<file path="src/q2e_pkg.sv">
// Shared types, constants and the arctangent table of the quaternion to Euler angle block.
// Used by every module in src; depends on nothing else.
package q2e_pkg;

  localparam int QUAT_FRAC_BITS = 14;
  localparam int Q_W            = 16;
  localparam int IN_W           = 4 * Q_W;
  localparam int OUT_W          = 3 * Q_W;
  localparam int PROD_W         = 2 * Q_W;
  localparam int SUM_W          = 36;
  localparam int ANG_W          = 32;
  localparam int NORM_MSB       = 29;
  localparam int NORM_STAGES    = 5;
  localparam int GRP_W          = 6;
  localparam int GRP_N          = SUM_W / GRP_W;
  localparam int P_W            = $clog2(SUM_W);
  localparam int LEAD_W         = $clog2(GRP_W);
  localparam int S30_W          = 32;
  localparam int S30_SHL        = 30 - 2 * QUAT_FRAC_BITS;
  localparam int MAG_W          = 30;
  localparam int SQ_W           = 2 * MAG_W;
  localparam int ISQ_W          = SQ_W + 2;
  localparam int ISQ_STEPS      = MAG_W + 1;
  localparam int ROOT_W         = MAG_W + 1;
  localparam int ATAN_LEN       = 24;

  localparam logic signed [SUM_W-1:0] ONE = SUM_W'(64'd1 << (2 * QUAT_FRAC_BITS));
  localparam logic [ISQ_W-1:0]        SQ_ONE = ISQ_W'(64'd1 << SQ_W);
  localparam logic [ANG_W-1:0]        HALF_TURN = 32'h8000_0000;
  localparam logic [ANG_W-1:0]        ROUND_HALF = 32'h0000_8000;
  localparam logic signed [Q_W-1:0]   QUARTER_POS = 16'sd16384;
  localparam logic signed [Q_W-1:0]   QUARTER_NEG = -16'sd16384;

  localparam logic [ANG_W-1:0] ATAN_TURNS [ATAN_LEN] = '{
    32'd536870912, 32'd316933406, 32'd167458907, 32'd85004756, 32'd42667331,
    32'd21354465, 32'd10680862, 32'd5340245, 32'd2670163, 32'd1335087,
    32'd667544, 32'd333772, 32'd166886, 32'd83443, 32'd41722, 32'd20861,
    32'd10430, 32'd5215, 32'd2608, 32'd1304, 32'd652, 32'd326, 32'd163, 32'd81
  };

  typedef struct packed {
    logic signed [SUM_W-1:0] x;
    logic signed [SUM_W-1:0] y;
    logic [ANG_W-1:0]        ang;
    logic                    zero;
  } rot_t;

  typedef struct packed {
    logic [ISQ_W-1:0] rem;
    logic [ISQ_W-1:0] root;
  } isq_t;

  typedef struct packed {
    logic sat;
    logic spos;
  } pflag_t;

endpackage

</file>
<file path="src/q2e_sqrt_cell.sv">
// One cell of the pipelined integer square root: settles one result bit per cycle while en is high.
// Depends on q2e_pkg.
module q2e_sqrt_cell #(
  parameter int BITPOS = 0
) (
  input  logic            clk,
  input  logic            en,
  input  q2e_pkg::isq_t   d,
  output q2e_pkg::isq_t   q
);

  localparam logic [q2e_pkg::ISQ_W-1:0] BIT = q2e_pkg::ISQ_W'(1) << BITPOS;

  logic [q2e_pkg::ISQ_W-1:0] trial;

  assign trial = d.root + BIT;

  always_ff @(posedge clk) begin
    if (en) begin
      if (d.rem >= trial) begin
        q.rem  <= d.rem - trial;
        q.root <= (d.root >> 1) + BIT;
      end else begin
        q.rem  <= d.rem;
        q.root <= d.root >> 1;
      end
    end
  end

endmodule

</file>
<file path="config.mk">
export PLATFORM = sky130hd
export DESIGN_NAME = q2e_sqrt_cell
export DESIGN_NICKNAME = d
export VERILOG_FILES = /design/src/q2e_pkg.sv /design/src/q2e_sqrt_cell.sv
export SDC_FILE = /design/constraint.sdc
export NUM_CORES = 1
export LEC_CHECK = 0
export BUFFER_PORTS_ARGS = -buffer_cell sky130_fd_sc_hd__buf_2
export CORE_MARGIN = 5
export CORE_UTILIZATION = 45
export CTS_BUF_LIST = sky130_fd_sc_hd__clkbuf_4 sky130_fd_sc_hd__clkbuf_8 sky130_fd_sc_hd__clkbuf_16
export DETAILED_ROUTE_END_ITERATION = 6
export PLACE_DENSITY = 0.65
export SKIP_CTS_REPAIR_TIMING = 1
export SLEW_MARGIN = 10
export SYNTH_ARGS = -nofsm -noshare
export SYNTH_HDL_FRONTEND = slang
export SYNTH_SLANG_ARGS = --single-unit
</file>
<file path="constraint.sdc">
create_clock -name clk -period 14.4 [get_ports clk]
set_clock_uncertainty 0.1 [all_clocks]
set_input_delay 0.72 -clock clk [delete_from_list [all_inputs] [get_ports clk]]
set_output_delay 0.72 -clock clk [all_outputs]
set_load 0.02 [all_outputs]
</file>
==> results by group, run 1 <==
Critical path
  – Setup crit end kind: register
  – CP required: 14460 ps
  – Cell Chain, Critical Path: buf_2 -> and4_1 -> and3_1 -> and2_1 -> nor2b_1 -> and4_1 -> nand4_1 -> nor3_1 -> nand2_1 -> xor2_1 -> ha_1 -> a21oi_1 -> o21ai_0 -> a211oi_1 -> o21ai_0 -> a221oi_2 -> o21ai_4 -> a21oi_4 -> buf_4 -> buf_4 -> nor3_1 -> buf_4 -> nor4b_2 -> xor2_1
  – CP delay by family, top: simple AND/OR/NAND/NOR gates
  – Cell mode on critical path: buf_4
  – CP arrival: 7500 ps
  – Crit path buffers/inverters: 4
  – Critical Path Fanout Max: between 70 and 80
  – Crit path largest cell delay: 630 ps
  – Startpoint types: input pin
  – WS Path Type: in2reg
  – Slowest CP cell: buf_4

GRT
  – Total gr overflow: 0
  – First-pass GRT wire length: 57270 um
  – Largest net degree at the start of global routing: 80
  – Vias in the first global route: 9831
  – GRT Total Usage: 0.2822
  – Initial antenna violation count: 7

STA
  – F_max: approximately 130 MHz
  – Max-slew violations: 0
  – Tmin final: between 7000 and 8000 ps
  – Hold violation count in the final report: 0
  – Worst-Margin Slew: about 1100 ps
  – Max_slew headroom: 0.2664
  – Final worst path period share: 0.5168
  – RSZ-0062 raised after global routing: false
  – # setup viols final: 0
  – Final TNS setup: 0 ps

Power and ir drop
  – Cell Pwr Density: just over 100 mW/mm^2
  – Worst VDD drop: 0.07454 mV
  – Static leakage: a little under 5 nW

Routing
  – ANT nets after route: 0
  – Final wirelength: about 38000 um
  – Vias/cell: around 5.9
  – DRT iter0 DRCs: 961
  – WL per Instance: approximately 22 um
  – First-pass detailed-route iteration total: 5
  – Via count: 9997
  – DRC viols: 0

Layout
  – Footprint of the multi-input gates: approximately 0.0064 sq mm
  – Area Overhead vs Synth: 19.06%
  – Filler cells: ~2200
  – Reg area: about 0.0037 sq mm
  – Max reg flops: between 100 and 150
  – Commonest non-fill, non-tap cell in the layout: buf_2
  – Nets: around 1600
  – Biggest register: q
  – Most frequent cells in the layout: buf_2 (248), nand2_1 (175), edfxtp_1 (124), xnor2_1 (101), o21ai_0 (98)
  – Layout cells sized above 1: 0.2138
  – Final core utilization: 0.5468
  – Largest registers: q x124
  – Design Area, Final: 0.01242 sq mm

Logic synthesis
  – Sequential-to-total area share from yosys stat: 0.3570
  – Mapped Cells: 1184
  – Netlist cell types: between 70 and 80
  – Syn_nets: ~1400
  – Number of synthesized flops with an enable pin: 124
  – Cell area after synthesis: approximately 0.010 sq mm
  – Avg Inst Size Synth: ~9 sq um
  – Synthesis-stage register bit count: roughly 120
  – Ys flop type: edfxtp_1
  – Warning count from the yosys run: 0
  – Async set or reset register ratio after synthesis: 0

Placed design
  – IO Port Bufs: approximately 250
  – DP Area: 0.01184 sq mm
  – Gpl congestion: approximately 1
  – Placed wire-length estimate: approximately 31000 um

Die
  – Die area: roughly 0.026 sq mm
  – Initial Util: 0.4593
  – Top-Level Pins: between 200 and 300
  – # rows: 55
  – Core area: between 0.02 and 0.025 sq mm
  – DIE WIDTH: around 160 um
  – Die height: about 160 um

Clock network
  – Root Buffer: clkbuf_16
  – Htree depth: 4
  – Reg clk slew, reported paths: roughly 60 ps
  – CTS max path bufs: 2
  – Clock buffer count from CTS: 17
  – CTS tree: done
  – Clock Sink Count: ~120

Job
  – Max_cap viols: 0

Run status
  – Status: finished clean

Min path
  – Hold Crit Class: in2reg
==> power by group <==
part           switching [mW]  leakage (nW)  internal, mW  total (mW)
clock                   0.167         0.265         0.253       0.420
sequential             0.0117          1.21         0.450       0.461
combinational           0.258          3.47         0.137       0.395
==> cells in the mapped netlist, types with 2 or more instances <==
cell type  count  area, sq um
o221ai_1       3        26.28
o21a_1         4        30.03
mux2_2         4        45.04
o21ai_1        2        10.01
nor3_2         2        20.02
a21o_1        27        202.7
and2_1        10        62.56
a2111o_1       2        22.52
and3_1        19        118.9
and4_1         9        78.83
a211oi_1      11        82.58
inv_1         24        90.09
clkbuf_1      31        116.4
o21bai_1      12        90.09
xor2_1        76        665.6
a21boi_0       2        15.01
buf_1          2        7.510
xnor2_1      101        884.6
o211ai_1       5        37.54
or3_1          4        25.02
nor4_1        12        75.07
edfxtp_1     124         3724
nor3_1        23        115.1
o41ai_1        4        35.03
or4_1          2        15.01
nor4b_2        2        30.03
nand3b_1       2        15.01
o21ai_0       98        490.5
nand2_1      175        656.9
a221oi_1       2        17.52
nor2_1        80        300.3
nand2b_1      12        75.07
a211o_1        2        17.52
buf_2         17        85.08
o31ai_1        9        67.56
nand3_1       49        245.2
a221o_1        2        20.02
a31oi_1        4        25.02
nand4_1       36        225.2
ha_1          64        800.8
a21oi_1       76        380.4
nor2b_1       10        62.56
==> kinds of logic (layout without fill, tap and decap cells) <==
kind of cell,count (synthesis),count (layout),synth area share
other,0,4,0
buffers and inverters,77,310,0.03095
AOI/OAI and AO/OA,279,279,0.1659
xor gates and xnor gates,177,177,0.1486
adders and majority gates,65,65,0.07870
DFF,124,124,0.3570
and+or+nand+nor,458,458,0.2145
muxes,4,4,0.004318
==> cell type report <==
cell class / count / share of cell area
Clock buffer: 18 / 0.03486
Antenna cell: 4 / 0.0008060
Tap cell: 285 / 0.02872
Clock inverter: 14 / 0.01038
Inverter: 24 / 0.007254
Timing Repair Buffer: 254 / 0.1036
Multi-Input combinational cell: 983 / 0.5146
Sequential cell: 124 / 0.2998
==> per-stage QoR <==
step | setup slack (ps) | hold slack (ps) | std cells | power (mW)
floorplan | 9056 | 732.5 | 1184 | 0.7207
global placement | 6608 | 921.5 | 1670 | 0.8618
detailed placement | 6549 | 922.6 | 1670 | 0.8604
CTS | 6956 | 481.7 | 1702 | 1.281
global route | 6492 | 495.6 | 1706 | 1.338
finish | 6958 | 490.5 | 1706 | 1.276
==> worst min-delay path, cell delays in order <==
cell and delay, ps:
buf_2 100, nand2_1 40, o21ai_0 50
==> path summary, 6_finish.rpt <==
check / start / slack (ps) / cells after the start / endpoint
worst max-delay path: d[10] / 6960 / 24 / q[59]$_DFFE_PP_
worst min-delay path: d[91] / 490 / 3 / q[91]$_DFFE_PP_
==> per-layer routing <==
layer,part of all wire,vias to the layer above,GRT usage
met5,0.00095,-,0
met1,0.43,4692,0.3794
met3,0.076,88,0.05912
met2,0.46,462,0.4504
li1,-,4749,-
met4,0.032,6,0.1034
No activity file was read; power rests on OpenSTA's default activity.
==> run 2, diff against run 1 <==
--- a/config.mk
+++ b/config.mk
@@ -10,7 +10,7 @@
 export CORE_UTILIZATION = 45
 export CTS_BUF_LIST = sky130_fd_sc_hd__clkbuf_4 sky130_fd_sc_hd__clkbuf_8 sky130_fd_sc_hd__clkbuf_16
 export DETAILED_ROUTE_END_ITERATION = 6
-export PLACE_DENSITY = 0.65
+export PLACE_DENSITY = 0.68
 export SKIP_CTS_REPAIR_TIMING = 1
 export SLEW_MARGIN = 10
 export SYNTH_ARGS = -nofsm -noshare
==> constraint.sdc (replaced) <==
create_clock -name clk -period 6.7 [get_ports clk]
set_clock_uncertainty 0.1 [all_clocks]
set_input_delay 0.335 -clock clk [delete_from_list [all_inputs] [get_ports clk]]
set_output_delay 0.335 -clock clk [all_outputs]
set_load 0.02 [all_outputs]
==> results by group, run 2 (synthesized netlist as in run 1, its figures left out) <==
Routing
  – Met2 Routed Length: approximately 17000 um
  – Final wirelength: around 38000 um
  – ANT nets after route: 0
  – Met1 WL: around 17000 um
  – Detail Route met3 WL: just over 3000 um
  – DRC viols: 0
  – Vias/cell: about 5.8
  – WL per Instance: approximately 22 um
  – First-pass detailed-route iteration total: 6
  – Top Metal Used: met5
  – DRT iter0 DRCs: approximately 900
  – Via count: between 9000 and 10000

Die
  – Die area: ~0.026 sq mm
  – Initial Util: 0.4593
  – Top-Level Pins: 250
  – DIE WIDTH: ~160 um
  – Die height: between 150 and 200 um
  – Core area: between 0.02 and 0.025 sq mm
  – # rows: between 50 and 60

Layout
  – Commonest non-fill, non-tap cell in the layout: buf_2
  – Biggest register: q
  – Layout cells sized above 1: 0.2246
  – Area Overhead vs Synth: 21.55%
  – Largest registers: q x124
  – Final core utilization: 0.5582
  – Filler cells: ~2200
  – Max reg flops: approximately 120
  – Most frequent cells in the layout: buf_2 (248), nand2_1 (175), edfxtp_1 (124), xnor2_1 (101), o21ai_0 (98)
  – Design Area, Final: ~0.013 sq mm
  – Nets: 1616

Placed design
  – DP Area: roughly 0.012 sq mm
  – Gpl congestion: approximately 0.95
  – IO Port Bufs: 249
  – Placed wire-length estimate: ~30000 um

Clock network
  – Clock buffer count from CTS: 17
  – CTS tree: done
  – CTS max path bufs: 2
  – Clock Sink Count: around 120
  – Root Buffer: clkbuf_16
  – Reg clk slew, reported paths: 60 ps
  – Htree depth: 4

Critical path
  – Crit path largest cell delay: ~800 ps
  – Critical Path Fanout Max: 9
  – Startpoint types: input pin
  – Setup crit end kind: register
  – Crit path buffers/inverters: 2
  – Cell Chain, Critical Path: buf_2 -> and4_1 -> and3_1 -> and3_1 -> nand2_1 -> nor2_1 -> nand2_1 -> or3_1 -> nor2_1 -> nand2_1 -> xor2_1 -> ha_1 -> nand4_1 -> nor4_1 -> nand4_1 -> nor4_1 -> o211ai_1 -> nand2_1 -> a21oi_4 -> nor3_1 -> buf_4 -> nand3_1 -> xnor2_1
  – WS Path Type: in2reg
  – Slowest CP cell: nor3_1
  – CP arrival: around 6200 ps
  – CP required: between 6000 and 7000 ps
  – CP delay by family, top: simple AND/OR/NAND/NOR gates
  – Cell mode on critical path: nand2_1

Power and ir drop
  – Worst VDD drop: ~0.15 mV
  – Logic pwr share: 0.295
  – Switching share of total power: 0.3253
  – Sequential Power Share: 0.340
  – Cell Pwr Density: approximately 230 mW/mm^2
  – Psw: approximately 950 uW
  – Static leakage: roughly 5 nW
  – Internal Power: ~2.0 mW
  – Clock power share: 0.365

Run status
  – Status: finished clean

STA
  – Final TNS setup: 0 ps
  – # setup viols final: 0
  – Hold violation count in the final report: 0
  – F_max: approximately 160 MHz
  – Worst-Margin Slew: 1125 ps
  – RSZ-0062 raised after global routing: false
  – Max_slew headroom: 0.2501
  – Tmin final: 6163 ps
  – Max-slew violations: 0
  – Final worst path period share: 0.9199

GRT
  – Largest net degree at the start of global routing: 77
  – Vias in the first global route: a little under 10000
  – First-pass GRT wire length: a little under 60000 um
  – Total gr overflow: 0
  – Initial antenna violation count: 6
  – GRT Total Usage: 0.2851

Job
  – Max_cap viols: 0

Min path
  – Hold Crit Class: in2reg
run 2: stage by stage:
step | setup WS [ps] | total power, mW | hold slack (ps) | instances
after global placement | 285.8 | 1.862 | 533.1 | 1691
after CTS | 510.1 | 2.927 | 94.89 | 1723
final | 536.6 | 2.919 | 107.0 | 1727
after global routing | 95.30 | 3.046 | 106.8 | 1727
after floorplan | 1741 | 1.549 | 347.5 | 1184
after detailed placement | 83.76 | 1.863 | 540.3 | 1691
run 2: cell type report:
class	count	area (sq um)	share of cell area
repair buffers	275	1456	0.1149
clock inverters	14	224.0	0.01767
multi-input cells	983	6384	0.5036
well taps	285	356.6	0.02813
diodes	4	10.01	0.0007896
flip-flops and latches	124	3724	0.2937
clock buffers	18	432.9	0.03415
inverters	24	90.09	0.007106
run 2: path summary, 6_finish.rpt:
| kind | startpoint | to | slack [ps] | cells past startpoint |
|---|---|---|---|---|
| setup / recovery | d[10] | q[43]$_DFFE_PP_ | 540 | 23 |
| hold / removal | d[92] | q[92]$_DFFE_PP_ | 110 | 3 |
run 2: power by group through the flow:
| stage | sequential (mW) | combinational (mW) | clock (mW) |
|---|---|---|---|
| 3_5_place_dp | 1.01 | 0.856 | 0 |
| 3_3_place_gp | 1.01 | 0.856 | 0 |
| 5_1_grt | 0.999 | 0.937 | 1.11 |
| 6_report | 0.992 | 0.863 | 1.06 |
| 4_1_cts | 0.992 | 0.861 | 1.07 |
| 2_1_floorplan | 1.12 | 0.429 | 0 |
run 2: worst min-delay path: stages:
cell     delay (ps)
buf_2            90
nand2_1          40
o21ai_0          60
run 2: per-layer routing:
layer	vias to the layer above	global-route usage
met1	4636	0.3863
met4	4	0.1046
met3	64	0.05887
met2	437	0.4517
met5	-	0
li1	4824	-
==> run 3, diff against run 2 <==
--- a/config.mk
+++ b/config.mk
@@ -10,6 +10,7 @@
 export CORE_UTILIZATION = 45
 export CTS_BUF_LIST = sky130_fd_sc_hd__clkbuf_4 sky130_fd_sc_hd__clkbuf_8 sky130_fd_sc_hd__clkbuf_16
 export DETAILED_ROUTE_END_ITERATION = 6
+export MAX_ROUTING_LAYER = met4
 export PLACE_DENSITY = 0.68
 export SKIP_CTS_REPAIR_TIMING = 1
 export SLEW_MARGIN = 10
==> results by group, run 3 (synthesized netlist as in run 1, its figures left out) <==
Run status
  – Status: finished clean

GRT
  – First-pass GRT wire length: 57790 um
  – Largest net degree at the start of global routing: 80
  – Initial antenna violation count: 3
  – GRT Total Usage: 0.2934
  – Vias in the first global route: between 9000 and 10000
  – Total gr overflow: 0

Critical path
  – Setup crit end kind: register
  – Startpoint types: input pin
  – Critical Path Fanout Max: 8
  – WS Path Type: in2reg
  – CP arrival: 6490 ps
  – CP required: around 6800 ps

STA
  – Max_slew headroom: 0.2455
  – F_max: about 160 MHz
  – Final worst path period share: 0.9587
  – Hold violation count in the final report: 0
  – Tmin final: 6424 ps
  – # setup viols final: 0
  – Setup ws final: 276.4 ps
  – Max-slew violations: 0
  – Worst-Margin Slew: 1132 ps
  – RSZ-0062 raised after global routing: false
  – Final TNS setup: 0 ps

Min path
  – Hold depth: 3
  – Hold Crit Class: in2reg

Layout
  – Biggest register: q
  – Filler cells: roughly 2200
  – Commonest non-fill, non-tap cell in the layout: buf_2
  – Footprint of the multi-input gates: approximately 0.0064 sq mm
  – Area Overhead vs Synth: 20.88%
  – Max reg flops: around 120
  – Most frequent cells in the layout: buf_2 (248), nand2_1 (175), edfxtp_1 (124), xnor2_1 (101), o21ai_0 (98)
  – Largest registers: q x124
  – Layout cells sized above 1: 0.2304
  – Reg area: 0.003724 sq mm
  – Nets: around 1600
  – Layout Cells excl Fill: between 1500 and 2000

Die
  – DIE WIDTH: about 160 um
  – Die area: between 0.02 and 0.03 sq mm
  – Die height: between 150 and 200 um
  – Initial Util: 0.4593
  – Core area: ~0.023 sq mm
  – Top-Level Pins: 250
  – # rows: 55

Routing
  – DRT iter0 DRCs: roughly 920
  – Vias/cell: between 5 and 6
  – DRC viols: 0
  – WL per Instance: ~22 um
  – Final wirelength: around 38000 um
  – First-pass detailed-route iteration total: 5
  – ANT nets after route: 0
  – Via count: a little under 10000

Clock network
  – Root Buffer: clkbuf_16
  – CTS max path bufs: 2
  – Reg clk slew, reported paths: around 60 ps
  – Clock buffer count from CTS: 17
  – CTS tree: done
  – Htree depth: 4
  – Clock Sink Count: 124

Placed design
  – Worst slack, placed: -871.8 ps
  – DP Cell Count: 1694
  – IO Port Bufs: approximately 250
  – Gpl congestion: roughly 0.96
  – Placed wire-length estimate: about 31000 um

Power and ir drop
  – Cell Pwr Density: 213.1 mW/mm^2
  – Static leakage: approximately 5.1 nW
  – Worst VDD drop: 0.1474 mV

Job
  – Max_cap viols: 0
run 3: layer usage:
layer  track usage  share of wire  vias up
met4       0.08228          0.024        0
met5             -              0        -
met2        0.4509           0.45      421
li1              -              -     4812
met1        0.3966           0.45     4645
met3       0.05836          0.077       53
run 3: critical path: stages:
cell and delay, ps:
buf_2 180, and4_1 300, and3_1 240, and3_1 210, nand2_1 120, nor2_1 370, nand2_1 200, or3_1 490
nor2_1 350, nand2_1 120, xor2_1 160, ha_1 380, nand4_1 310, nor4_4 490, nand4_1 190, nor4_2 540
o211ai_1 180, nand2_1 180, a21oi_4 80, buf_4 170, nor2b_4 210, or4b_1 500, xnor2_1 150
run 3: layout make-up:
type	instances	share of cell area
multi-input cells	983	0.5084
clock buffers	20	0.03553
repair buffers	280	0.1205
inverters	24	0.007145
diodes	3	0.0005954
flip-flops and latches	124	0.2953
well taps	285	0.02828
clock inverters	10	0.004267
run 3: path summary, 6_finish.rpt:
path / start / end
max: d[10] / q[60]$_DFFE_PP_
min: d[94] / q[94]$_DFFE_PP_
run 3: power by group:
group | switching (mW) | internal, mW | total (mW)
Combinational | 0.557 | 0.312 | 0.869
Clock | 0.351 | 0.473 | 0.824
Sequential | 0.0269 | 0.967 | 0.993
Total | 0.934 | 1.75 | 2.69
run 3: stage by stage:
stage               hold slack [ps]  power, mW  instance area (sq um)  utilization
finish                        106.1      2.687                  12610       0.5552
global route                  107.8      2.814                  12610       0.5552
detailed placement            537.2      1.871                  12060       0.5310
global placement              532.7      1.871                  12060       0.5310
CTS                           98.36      2.693                  12560       0.5531
floorplan                     347.5      1.549                  10430            -
